## src/sv/bba_pkg.sv

```systemverilog
package bba_pkg;

    localparam int MAP_ENTRIES_DEF = 64;

    localparam int STATUS_W = 2;
    localparam int INDEX_W  = 6;
    localparam int COUNT_W  = 7;

    localparam int PADDR_W   = 3;
    localparam int PDATA_W   = 32;
    localparam int REG_IDX_W = PADDR_W - 2;

    localparam logic [REG_IDX_W-1:0] REG_MAP_SIZE = REG_IDX_W'(0);
    localparam logic [COUNT_W-1:0]   MAP_SIZE_RST = COUNT_W'(64);

    typedef enum logic [STATUS_W-1:0] {
        ST_OK    = 2'd0,
        ST_FULL  = 2'd1,
        ST_RANGE = 2'd2
    } t_status;

    typedef enum logic {
        REQ_ALLOC = 1'b0,
        REQ_FREE  = 1'b1
    } t_req;

endpackage

```

## src/sv/bba_if.sv

```systemverilog
interface bba_req_if;
    logic                          valid;
    logic                          ready;
    bba_pkg::t_req                 req_type;
    logic [bba_pkg::INDEX_W-1:0]   free_index;

    modport source (output valid, req_type, free_index, input ready);
    modport sink   (input valid, req_type, free_index, output ready);
endinterface

interface bba_rsp_if;
    logic                          valid;
    logic                          ready;
    bba_pkg::t_status              status;
    logic [bba_pkg::INDEX_W-1:0]   granted_index;
    logic [bba_pkg::COUNT_W-1:0]   free_entries;

    modport source (output valid, status, granted_index, free_entries, input ready);
    modport sink   (input valid, status, granted_index, free_entries, output ready);
endinterface

```

## src/sv/bba_cell.sv

```systemverilog
module bba_cell #(
    parameter int  MAP_ENTRIES = bba_pkg::MAP_ENTRIES_DEF,
    parameter int  CELL_IDX    = 0,
    parameter type t_wave      = logic,
    localparam int IDX_W       = $clog2(MAP_ENTRIES),
    localparam int CNT_W       = $clog2(MAP_ENTRIES + 1)
) (
    input  logic                        i_clk,
    input  logic                        i_rst_n,
    input  t_wave                       i_wave,
    output t_wave                       o_wave,
    input  logic [CNT_W-1:0]            i_size,
    input  logic [CNT_W-1:0]            i_hint,
    input  logic [bba_pkg::INDEX_W-1:0] i_idx,
    input  logic                        i_wr_en,
    input  logic [IDX_W-1:0]            i_wr_idx,
    input  logic                        i_wr_used
);

    localparam logic [CNT_W-1:0] K_CNT = CNT_W'(CELL_IDX);
    localparam logic [IDX_W-1:0] K_IDX = IDX_W'(CELL_IDX);

    logic  r_used;
    t_wave r_wave;
    t_wave n_wave;
    logic  free_here;

    assign free_here = (K_CNT < i_size) && !r_used;

    // keep the two lowest free positions seen so far, plus a running count and the used bits at the hint and the index
    always_comb begin
        n_wave = i_wave;
        if (free_here) begin
            if (!i_wave.f1) begin
                n_wave.f1 = 1'b1;
                n_wave.i1 = K_IDX;
            end else if (!i_wave.f2) begin
                n_wave.f2 = 1'b1;
                n_wave.i2 = K_IDX;
            end
        end
        n_wave.cnt = i_wave.cnt + CNT_W'(free_here);
        if (i_hint == K_CNT) begin
            n_wave.hint_used = r_used;
        end
        if (int'(i_idx) == CELL_IDX) begin
            n_wave.idx_used = r_used;
        end
    end

    always_ff @(posedge i_clk) begin
        if (!i_rst_n) begin
            r_used <= 1'b0;
        end else if (i_wr_en && (i_wr_idx == K_IDX)) begin
            r_used <= i_wr_used;
        end
    end

    always_ff @(posedge i_clk) begin
        if (!i_rst_n) begin
            r_wave.vld <= 1'b0;
        end else begin
            r_wave <= n_wave;
        end
    end

    assign o_wave = r_wave;

endmodule

```

## src/sv/bitmap_block_allocator_unit.sv

```systemverilog
// Bitmap allocator over MAP_ENTRIES entries, of which map_size (saturated to
// 1..MAP_ENTRIES) are in use. Allocate grants the hinted entry, or the lowest
// free one when the hint is stale, then points the hint at the lowest free
// entry; free clears an entry and points the hint at it. Each response carries
// the free count after the request. The used bits live in a row of cells, one
// bit per cell; a scan wave walks the row one cell per cycle collecting the
// two lowest free entries, the free count and the bits at the hint and at the
// free index. A new request is accepted only once the current one has been
// scanned and finished; finishing waits until the output register is free.
// A finished response waits in an output register while the next request is
// already scanned. map_size is written over the APB port at address 0 and
// should only change while no request is in flight.
module bitmap_block_allocator_unit #(
    parameter int MAP_ENTRIES = bba_pkg::MAP_ENTRIES_DEF
) (
    input  logic                          i_clk,
    input  logic                          i_rst_n,
    bba_req_if.sink                       i_req,
    bba_rsp_if.source                     o_rsp,
    input  logic                          psel,
    input  logic                          penable,
    input  logic                          pwrite,
    input  logic [bba_pkg::PADDR_W-1:0]   paddr,
    input  logic [bba_pkg::PDATA_W-1:0]   pwdata,
    output logic [bba_pkg::PDATA_W-1:0]   prdata,
    output logic                          pready
);

    localparam int IDX_W     = $clog2(MAP_ENTRIES);
    localparam int CNT_W     = $clog2(MAP_ENTRIES + 1);
    localparam int OUT_IDX_W = bba_pkg::INDEX_W;
    localparam int OUT_CNT_W = bba_pkg::COUNT_W;
    localparam int PDATA_W   = bba_pkg::PDATA_W;

    typedef struct packed {
        logic             vld;
        logic             f1;
        logic [IDX_W-1:0] i1;
        logic             f2;
        logic [IDX_W-1:0] i2;
        logic [CNT_W-1:0] cnt;
        logic             hint_used;
        logic             idx_used;
    } t_wave;

    typedef enum logic [2:0] {
        S_IDLE = 3'b001,
        S_SCAN = 3'b010,
        S_FIN  = 3'b100
    } t_state;

    // configuration
    logic [OUT_CNT_W-1:0] r_map_size;
    logic                 cfg_wr;
    logic                 cfg_hit;
    logic [CNT_W-1:0]     size;

    assign pready  = 1'b1;
    assign cfg_hit = (paddr[bba_pkg::PADDR_W-1:2] == bba_pkg::REG_MAP_SIZE);
    assign cfg_wr  = psel && penable && pwrite && pready;

    always_ff @(posedge i_clk) begin
        if (!i_rst_n) begin
            r_map_size <= bba_pkg::MAP_SIZE_RST;
        end else if (cfg_wr && cfg_hit) begin
            r_map_size <= pwdata[OUT_CNT_W-1:0];
        end
    end

    assign prdata = cfg_hit ? PDATA_W'(r_map_size) : '0;

    always_comb begin
        if (r_map_size == '0) begin
            size = CNT_W'(1);
        end else if (int'(r_map_size) > MAP_ENTRIES) begin
            size = CNT_W'(MAP_ENTRIES);
        end else begin
            size = CNT_W'(r_map_size);
        end
    end

    // control
    t_state                     r_state;
    logic                       r_launch;
    bba_pkg::t_req              r_req_type;
    logic [OUT_IDX_W-1:0]       r_idx;
    logic [CNT_W-1:0]           r_hint;
    t_wave                      r_tail;
    logic                       r_out_vld;
    bba_pkg::t_status           r_status;
    logic [OUT_IDX_W-1:0]       r_granted;
    logic [OUT_CNT_W-1:0]       r_free;

    t_wave                      w_chain [MAP_ENTRIES+1];
    logic                       req_acc;
    logic                       fin_go;

    assign i_req.ready = (r_state == S_IDLE);
    assign req_acc     = i_req.valid && i_req.ready;
    assign fin_go      = (r_state == S_FIN) && (!r_out_vld || o_rsp.ready);

    always_comb begin
        w_chain[0]           = '0;
        w_chain[0].vld       = r_launch;
    end

    // finalize from the scan summary
    logic                       hint_ok;
    logic                       can_grant;
    logic                       idx_ok;
    logic [IDX_W-1:0]           grant;
    logic                       wr_en;
    logic [IDX_W-1:0]           wr_idx;
    logic                       wr_used;
    bba_pkg::t_status           n_status;
    logic [OUT_IDX_W-1:0]       n_granted;
    logic [CNT_W-1:0]           n_free;
    logic [CNT_W-1:0]           n_hint;

    assign hint_ok   = (r_hint < size) && !r_tail.hint_used;
    assign can_grant = hint_ok || r_tail.f1;
    assign grant     = hint_ok ? IDX_W'(r_hint) : r_tail.i1;
    assign idx_ok    = (32'(r_idx) < 32'(size));

    always_comb begin
        wr_en     = 1'b0;
        wr_idx    = grant;
        wr_used   = 1'b1;
        n_status  = bba_pkg::ST_OK;
        n_granted = '0;
        n_free    = r_tail.cnt;
        n_hint    = r_hint;
        case (r_req_type)
            bba_pkg::REQ_ALLOC: begin
                if (can_grant) begin
                    wr_en     = fin_go;
                    n_granted = OUT_IDX_W'(grant);
                    n_free    = r_tail.cnt - CNT_W'(1);
                    // granted the lowest free entry: the next one becomes lowest
                    if (grant == r_tail.i1) begin
                        n_hint = r_tail.f2 ? CNT_W'(r_tail.i2) : size;
                    end else begin
                        n_hint = CNT_W'(r_tail.i1);
                    end
                end else begin
                    n_status = bba_pkg::ST_FULL;
                    n_hint   = size;
                end
            end
            bba_pkg::REQ_FREE: begin
                if (idx_ok) begin
                    wr_en   = fin_go;
                    wr_idx  = IDX_W'(r_idx);
                    wr_used = 1'b0;
                    n_hint  = CNT_W'(r_idx);
                    n_free  = r_tail.cnt + CNT_W'(r_tail.idx_used);
                end else begin
                    n_status = bba_pkg::ST_RANGE;
                end
            end
            default: begin
                n_status = bba_pkg::ST_OK;
            end
        endcase
    end

    always_ff @(posedge i_clk) begin
        if (!i_rst_n) begin
            r_state   <= S_IDLE;
            r_launch  <= 1'b0;
            r_hint    <= '0;
            r_out_vld <= 1'b0;
        end else begin
            r_launch <= req_acc;
            if (o_rsp.ready) begin
                r_out_vld <= 1'b0;
            end
            case (r_state)
                S_IDLE: begin
                    if (req_acc) begin
                        r_state <= S_SCAN;
                    end
                end
                S_SCAN: begin
                    if (w_chain[MAP_ENTRIES].vld) begin
                        r_state <= S_FIN;
                    end
                end
                S_FIN: begin
                    if (fin_go) begin
                        r_state   <= S_IDLE;
                        r_hint    <= n_hint;
                        r_out_vld <= 1'b1;
                    end
                end
                default: begin
                    r_state <= S_IDLE;
                end
            endcase
        end
    end

    always_ff @(posedge i_clk) begin
        if (req_acc) begin
            r_req_type <= i_req.req_type;
            r_idx      <= i_req.free_index;
        end
        if ((r_state == S_SCAN) && w_chain[MAP_ENTRIES].vld) begin
            r_tail <= w_chain[MAP_ENTRIES];
        end
        if (fin_go) begin
            r_status  <= n_status;
            r_granted <= n_granted;
            r_free    <= OUT_CNT_W'(n_free);
        end
    end

    assign o_rsp.valid         = r_out_vld;
    assign o_rsp.status        = r_status;
    assign o_rsp.granted_index = r_granted;
    assign o_rsp.free_entries  = r_free;

    // cell row
    for (genvar k = 0; k < MAP_ENTRIES; k++) begin : g_cell
        bba_cell #(
            .MAP_ENTRIES (MAP_ENTRIES),
            .CELL_IDX    (k),
            .t_wave      (t_wave)
        ) u_cell (
            .i_clk     (i_clk),
            .i_rst_n   (i_rst_n),
            .i_wave    (w_chain[k]),
            .o_wave    (w_chain[k+1]),
            .i_size    (size),
            .i_hint    (r_hint),
            .i_idx     (r_idx),
            .i_wr_en   (wr_en),
            .i_wr_idx  (wr_idx),
            .i_wr_used (wr_used)
        );
    end

endmodule
```

## src/flat_wrapper.sv

```systemverilog
// flat-port wrapper written by rule: the top's interface ports become plain ports
module bitmap_block_allocator_unit_flat 
#(
    parameter int MAP_ENTRIES = bba_pkg::MAP_ENTRIES_DEF
)
  (i_clk, i_rst_n, psel, penable, pwrite, paddr, pwdata, prdata, pready, i_req_valid, i_req_req_type, i_req_free_index, i_req_ready, o_rsp_valid, o_rsp_status, o_rsp_granted_index, o_rsp_free_entries, o_rsp_ready);
  bba_req_if i_req_i ();
  bba_rsp_if o_rsp_i ();
  input  logic i_clk;
  input  logic i_rst_n;
  input  logic psel;
  input  logic penable;
  input  logic pwrite;
  input  logic [bba_pkg::PADDR_W-1:0] paddr;
  input  logic [bba_pkg::PDATA_W-1:0] pwdata;
  output logic [bba_pkg::PDATA_W-1:0] prdata;
  output logic pready;
  input wire logic [$bits(i_req_i.valid)-1:0] i_req_valid;
  input wire logic [$bits(i_req_i.req_type)-1:0] i_req_req_type;
  input wire logic [$bits(i_req_i.free_index)-1:0] i_req_free_index;
  output wire logic [$bits(i_req_i.ready)-1:0] i_req_ready;
  output wire logic [$bits(o_rsp_i.valid)-1:0] o_rsp_valid;
  output wire logic [$bits(o_rsp_i.status)-1:0] o_rsp_status;
  output wire logic [$bits(o_rsp_i.granted_index)-1:0] o_rsp_granted_index;
  output wire logic [$bits(o_rsp_i.free_entries)-1:0] o_rsp_free_entries;
  input wire logic [$bits(o_rsp_i.ready)-1:0] o_rsp_ready;
  assign i_req_i.valid = i_req_valid;
  assign i_req_i.req_type = i_req_req_type;
  assign i_req_i.free_index = i_req_free_index;
  assign i_req_ready = i_req_i.ready;
  assign o_rsp_valid = o_rsp_i.valid;
  assign o_rsp_status = o_rsp_i.status;
  assign o_rsp_granted_index = o_rsp_i.granted_index;
  assign o_rsp_free_entries = o_rsp_i.free_entries;
  assign o_rsp_i.ready = o_rsp_ready;
  bitmap_block_allocator_unit #(.MAP_ENTRIES(MAP_ENTRIES)) u_core (.i_clk(i_clk), .i_rst_n(i_rst_n), .i_req(i_req_i), .o_rsp(o_rsp_i), .psel(psel), .penable(penable), .pwrite(pwrite), .paddr(paddr), .pwdata(pwdata), .prdata(prdata), .pready(pready));
endmodule
```

## config.mk

```make
export PLATFORM = sky130hd
export DESIGN_NAME = bitmap_block_allocator_unit_flat
export DESIGN_NICKNAME = d
export VERILOG_FILES = /design/src/sv/bba_pkg.sv /design/src/sv/bba_if.sv /design/src/sv/bba_cell.sv /design/src/sv/bitmap_block_allocator_unit.sv /design/src/flat_wrapper.sv
export SDC_FILE = /design/constraint.sdc
export NUM_CORES = 2
export LEC_CHECK = 0
export BUFFER_PORTS_ARGS = -buffer_cell sky130_fd_sc_hd__buf_2
export CAP_MARGIN = 10
export CORE_ASPECT_RATIO = 0.6
export CORE_MARGIN = 2
export CORE_UTILIZATION = 45
export DETAILED_ROUTE_END_ITERATION = 6
export PLACE_DENSITY = 0.57
export SLEW_MARGIN = 20
export SYNTH_ARGS = -nofsm -noshare
export SYNTH_HDL_FRONTEND = slang
export SYNTH_SLANG_ARGS = --single-unit
```

## constraint.sdc

```tcl
create_clock -name i_clk -period 6.3 [get_ports i_clk]
set_input_delay 0.63 -clock i_clk [delete_from_list [all_inputs] [get_ports i_clk]]
set_output_delay 0.63 -clock i_clk [all_outputs]
set_load 0.01 [all_outputs]
```

Word-level counts from Yosys, hierarchy flattened
Cells that the tools add are included.
{ "totals": {"regBits": 1658, "inputBits": 49, "out_inout_bits": 50, "wordCells": 1543} }
{ "op_classes": {"add_sub_neg": 65, "magnitude_cmp": 67, "eq_ne": 197, "n_mux": 408, "bitwise_logic": 3, "n_reduce_logical": 210} }
{ "ops": {"columns": ["cell", "count"], "rows": [
  ["2-to-1 mux 14 bit", 64],
  ["2-to-1 mux 6 bit", 129],
  ["2-to-1 mux 7 bit", 72],
  ["adder 7 x 1 -> 7 bit", 63],
  ["equality test 6 bit (second input constant)", 64],
  ["equality test 7 x 6 -> 1 bit (second input constant)", 32],
  ["less-than comparator 6 x 7 -> 1 bit (first input constant)", 32],
  ["equality test 6 x 5 -> 1 bit (second input constant)", 32],
  ["logical AND 1 bit", 135],
  ["2-to-1 mux 1 bit", 134],
  ["equality test 7 x 5 -> 1 bit (second input constant)", 16],
  ["less-than comparator 5 x 7 -> 1 bit (first input constant)", 16],
  ["equality test 6 x 4 -> 1 bit (second input constant)", 16],
  ["zero test 1 bit", 66],
  ["equality test 7 x 4 -> 1 bit (second input constant)", 8],
  ["less-than comparator 4 x 7 -> 1 bit (first input constant)", 8],
  ["equality test 6 x 3 -> 1 bit (second input constant)", 8],
  ["equality test 7 x 3 -> 1 bit (second input constant)", 4],
  ["less-than comparator 3 x 7 -> 1 bit (first input constant)", 4],
  ["case mux 7 bit (2 select lines)", 2],
  ["equality test 6 x 2 -> 1 bit (second input constant)", 4],
  ["equality test 7 x 2 -> 1 bit (second input constant)", 2],
  ["zero test 7 bit", 2],
  ["less-than comparator 1 x 7 -> 1 bit (first input constant)", 2],
  ["other kinds (24)", 35]
]} }

Logic depth before layout (Yosys ltp)
{ "logic_depth": {"word_depth": 10, "ltp_mapped": 15, "depth_no_buf": 11} }

Worst setup path before layout
Ideal clock, no wire load.
{ "synth_path": {"path_kind": "reg-to-reg", "from": "register u_core.r_map_size[6]", "to": "register u_core.g_cell[24].u_cell.r_used", "setup_time_ns": 0.119, "arrival_ns": 2.956, "required_ns": 6.181, "setup_slack_ns": 3.225, "path_stages_with_launch": 15, "n_path_buf": 4, "period_less_slack_ns": 3.075, "cell_sequence": "dfxtp_1 > buf_2 > nor2b_1 > clkinv_1 > ha_1 > nor2_1 > o221a_2 > a41o_1 > buf_2 > buf_4 > nand2_1 > o31ai_1 > buf_2 > or2_1 > o221a_2"} }
{ "synth_via": {"elab_chain_len": 10, "word_cells_on_any_way": 18, "classes_between": "order compare (3); eq/ne (1); mux (10); reduce/logical (4)"} }
{ "synth_lines": {"columns": ["item", "line_no", "rtl"], "rows": [
  ["start, declared", "bitmap_block_allocator_unit.sv:53", "logic [OUT_CNT_W-1:0] r_map_size;"],
  ["start signal, assigned", "bitmap_block_allocator_unit.sv:64", "r_map_size <= bba_pkg::MAP_SIZE_RST;"],
  ["start signal, assigned", "bitmap_block_allocator_unit.sv:66", "r_map_size <= pwdata[OUT_CNT_W-1:0];"],
  ["greater-than comparator 7 bit", "bitmap_block_allocator_unit.sv:75", "end else if (int'(r_map_size) > MAP_ENTRIES) begin"],
  ["2-to-1 mux 7 bit", "bitmap_block_allocator_unit.sv:75", null],
  ["2-to-1 mux 7 bit (*)", "bitmap_block_allocator_unit.sv:73", "if (r_map_size == '0) begin"],
  ["less-than comparator 7 bit", "bitmap_block_allocator_unit.sv:120", "assign hint_ok = (r_hint < size) && !r_tail.hint_used;"],
  ["logical AND 1 bit", "bitmap_block_allocator_unit.sv:120", null],
  ["2-to-1 mux 6 bit", "bitmap_block_allocator_unit.sv:122", "assign grant = hint_ok ? IDX_W'(r_hint) : r_tail.i1;"],
  ["2-to-1 mux 6 bit", "bitmap_block_allocator_unit.sv:151", "if (idx_ok) begin"],
  ["2-to-1 mux 6 bit", "bitmap_block_allocator_unit.sv:133", "case (r_req_type)"],
  ["equality test 6 x 5 -> 1 bit", "bba_cell.sv:54", "end else if (i_wr_en && (i_wr_idx == K_IDX)) begin"],
  ["logical AND 1 bit", "bba_cell.sv:54", null],
  ["end signal, assigned", "bba_cell.sv:55", "r_used <= i_wr_used;"],
  ["end, declared", "bba_cell.sv:23", "logic r_used;"]
]} }
Every way passes the cells marked *; elsewhere a longest branch is shown, timed or not.
A chain may end at the register's enable or synchronous reset.

Final worst setup path
{ "layout_path": {"from": "register u_core.r_map_size[2]", "to": "register u_core.g_cell[37].u_cell.r_used"} }
{ "layout_via": {"elab_chain_len": 10, "word_cells_on_any_way": 18, "classes_between": "order compare (3); eq/ne (1); mux (10); reduce/logical (4)"} }
{ "layout_lines": {"columns": ["item", "line_no"], "rows": [
  ["greater-than comparator 7 bit", "bitmap_block_allocator_unit.sv:75"],
  ["2-to-1 mux 7 bit", "bitmap_block_allocator_unit.sv:75"],
  ["2-to-1 mux 7 bit (*)", "bitmap_block_allocator_unit.sv:73"],
  ["less-than comparator 7 bit", "bitmap_block_allocator_unit.sv:120"],
  ["logical AND 1 bit", "bitmap_block_allocator_unit.sv:120"],
  ["2-to-1 mux 6 bit", "bitmap_block_allocator_unit.sv:122"],
  ["2-to-1 mux 6 bit", "bitmap_block_allocator_unit.sv:151"],
  ["2-to-1 mux 6 bit", "bitmap_block_allocator_unit.sv:133"],
  ["equality test 6 bit", "bba_cell.sv:54"],
  ["logical AND 1 bit", "bba_cell.sv:54"],
  ["end signal, assigned", "bba_cell.sv:55"],
  ["end, declared", "bba_cell.sv:23"]
]} }
Marks and branches as above.

==> reports/results.tsv <==
metric	value	unit
status	finished, final reports clean	
async_reset_ff_share	0	%
cts_made_buffers	142	
place_ws	1.57	ns
placed_cells	6041	
cts_hold_buffers	7	
ys_seq_elements	1514	
routabilityCongestion	0.897	
hold_class	input pin to flip-flop	
synthesis.area	62200	um2
drv_slew	0	
ir_drop	0.228	mV
setup.worst_path.class	flip-flop to flip-flop	
fin_ws	1.33	ns
drc_errors	0	
cts_resized	0	
min_from	pwdata[0]	
root_buffer	clkbuf_16	
synthFlopType	edfxtp_1	
yosys_warnings	0	
coreArea	137000	um2
synth_edf_count	1367	
fmax	201	MHz
power_leakage	0.0246	uW
grt_max_degree	189	
vias	33000	
reg2reg_depth	10	
netlist_instances	4215	
drive_gt1_share	20.7	%
post_drt_via_cell_ratio	5.23	
grt_pass1_wl	192000	um
holdPathEnd	u_core.r_map_size[0]$_SDFFE_PN0P_	
multi_input_comb_area	17700	um2
grt_pass1_vias	31600	
final_common_cell	edfxtp_1	
tightest_slew	1.14	ns
hold_viol	0	
setup_violations	0	
ios	99	
critPathTopFamily	compound AO/OA/AOI/OAI gates	
ys_types	74	
startpoint_type	flip-flop	
ys_seq_area_share	70.7	%
rr_endpoint	u_core.g_cell[37].u_cell.r_used$_SDFFE_PN0P_	
mostFrequentLayoutCells	1,367 x edfxtp_1, 416 x or2_2, 250 x nor2b_1	
clkTransAtPathRegs	0.06	ns
final_nets	4562	
die_h	292	um
regArea	44000	um2
dpl-instance-area	64800	um2
cp.buffers_inverters	1	
slowest_delay	0.83	ns
cts.sinks	1514	
r2r-start	u_core.r_map_size[2]$_SDFFE_PN0P_	
hpwl	80300	um
grt_use_total	17.6	%
ant_nets	0	
ctsHtreeMaxLevel	4	
row_count	105	
cp.arrival	5.67	ns
io_buffers	45	
cts_buffer_depth	3	
crit_fanout	22	
final.setup.tns	0	ns
wl	125000	um
finalCritPeriodShare	78.9	%
avgRoutedWirePerCell	19.8	um
start_util	45.4	%
syn_avg_cell_area	14.8	um2
p_per_area	317	nW/um2
cts_setup_buffers	0	
overflow	0	
cp-end-kind	flip-flop	
rsz0062_at_grt	no	
hold_depth	3	
crit_path_top_delay_cell	o31ai_4	
drt-initial-drc-count	3207	
post-route-util	50.9	%
clk_latency	0.77	ns
dieArea	141000	um2
first_pass_iters	6	
fp.dieW	484	um
cts_tree	built	
fin_skew	0.0301	ns
relSlewSlack	23.8	%
min_period	4.97	ns
grt_antenna_before_repair	1	
final_cells	6304	
r2r_slack	1.33	ns
drv_cap	0	
crit_chain	nor2b_1 > clkinv_1 > ha_1 > a21oi_1 > o211ai_1 > o22ai_4 > nor3b_1 > o31ai_4 > or2_1 > o221a_2	
fillCellCount	11500	
syn2layout_area_growth	12.0	%
cp.required	7.00	ns
finish.instance_area	69700	um2
## metrics by stage
| step | total power [uW] | hold WS [ns] |
|---|---|---|
| after detailed placement | 13400 | 0.405 |
| after CTS | 22400 | 0.0640 |
| after global placement | 13400 | 0.402 |
| after floorplan | 12900 | 0.400 |
| after global routing | 23000 | 0.116 |
| final | 22100 | 0.137 |
## worst min-delay path: stages
cell and delay, ns:
buf_2 0.07, mux2i_1 0.05, nor2b_1 0.09
## where the power goes
group | total [uW] | internal, uW | switching (uW)
clock network | 8910 | 5120 | 3790
logic | 1160 | 505 | 657
registers | 12000 | 11700 | 316
## state kept, by name (all words and copies together) (netlist names)
signal,flops
u_core.g_cell.u_cell.o_wave,1386
u_core.g_cell.u_cell.r_used,64
u_core.o_rsp.free_entries,7
u_core.o_rsp.granted_index,6
u_core.o_rsp.status,2
u_core.o_rsp.valid,1
u_core.r_hint,7
u_core.r_idx,6
u_core.r_launch,1
u_core.r_map_size,7
u_core.r_req_type,1
u_core.r_state,3
u_core.r_tail,23
## metal layers
layer	vias up	share of wire [%]	global-route usage, %
li1	15600	-	-
met1	16300	52	28.7
met2	895	39	22.7
met3	179	7.1	3.93
met4	0	2.3	5.75
met5	-	0	0
## cell usage after synthesis, types with 3 or more instances
library cell  number  area share (%)
a211oi_1          24            0.29
a21o_1            21            0.25
a21oi_1           38            0.31
a22o_1             3           0.042
a311oi_1           4           0.056
a31oi_1            5           0.050
and2_1           126             1.3
and3_1            64            0.64
and3b_1            4           0.056
buf_2             22            0.18
buf_4             32            0.39
buf_6              5           0.090
clkbuf_1          56            0.34
dfxtp_1          147             4.7
edfxtp_1        1367              66
ha_1             139             2.8
inv_1             20            0.12
mux2_2           126             2.3
mux2i_1           12            0.19
nand2_1          213             1.3
nand2b_1         106             1.1
nand3_1          187             1.5
nand3b_1          10            0.12
nand4_1            7           0.070
nor2_1           197             1.2
nor2b_1          250             2.5
nor3_1           109            0.88
nor3b_1            9            0.11
nor4_1            15            0.15
nor4b_1            4           0.056
o211a_1            3           0.048
o211ai_1           6           0.072
o21a_1             3           0.036
o21ai_0           24            0.19
o21bai_1           4           0.048
o221a_1           35            0.63
o221a_2           31            0.56
o31ai_1            4           0.048
or2_1             18            0.18
or2_2            416             4.2
xnor2_1          181             2.5
xor2_1           125             1.8
## how the worst max path moves through the flow
stage	cells after the start	startpoint	slack, ns	end
5_1_grt	10	u_core.r_map_size[2]$_SDFFE_PN0P_	1.10	u_core.g_cell[41].u_cell.r_used$_SDFFE_PN0P_
3_3_place_gp	10	u_core.r_map_size[2]$_SDFFE_PN0P_	1.63	u_core.g_cell[41].u_cell.r_used$_SDFFE_PN0P_
3_5_place_dp	10	u_core.r_map_size[2]$_SDFFE_PN0P_	1.57	u_core.g_cell[20].u_cell.r_used$_SDFFE_PN0P_
2_1_floorplan	14	u_core.r_map_size[6]$_SDFFE_PN1P_	3.23	u_core.g_cell[24].u_cell.r_used$_SDFFE_PN0P_
6_report	10	u_core.r_map_size[2]$_SDFFE_PN0P_	1.33	u_core.g_cell[37].u_cell.r_used$_SDFFE_PN0P_
4_1_cts	10	u_core.r_map_size[2]$_SDFFE_PN0P_	1.53	u_core.g_cell[37].u_cell.r_used$_SDFFE_PN0P_
## layout make-up
type / instances / area share (%)
sequential: 1514 / 63.1
multi-input combinational: 2588 / 25.4
clock buffer: 179 / 5.66
tap: 1819 / 3.27
clock inverter: 75 / 1.27
timing repair buffer: 107 / 1.17
inverter: 21 / 0.113
antenna: 1 / 0.00359
## cell families (layout without fill, tap and decap cells)
logic type,Yosys count,in the layout,share of synthesized area (%)
multiplexers,139,139,2.49
buffers and inverters,137,382,1.12
AND/OR/NAND/NOR,1748,1748,15.5
flip-flops,1514,1514,70.7
other,2,27,0.0121
adder cells (fa/ha/maj),139,139,2.80
AO/OA/AOI/OAI,230,230,3.08
XOR/XNOR,306,306,4.31
(Power assumes the default switching activity.)
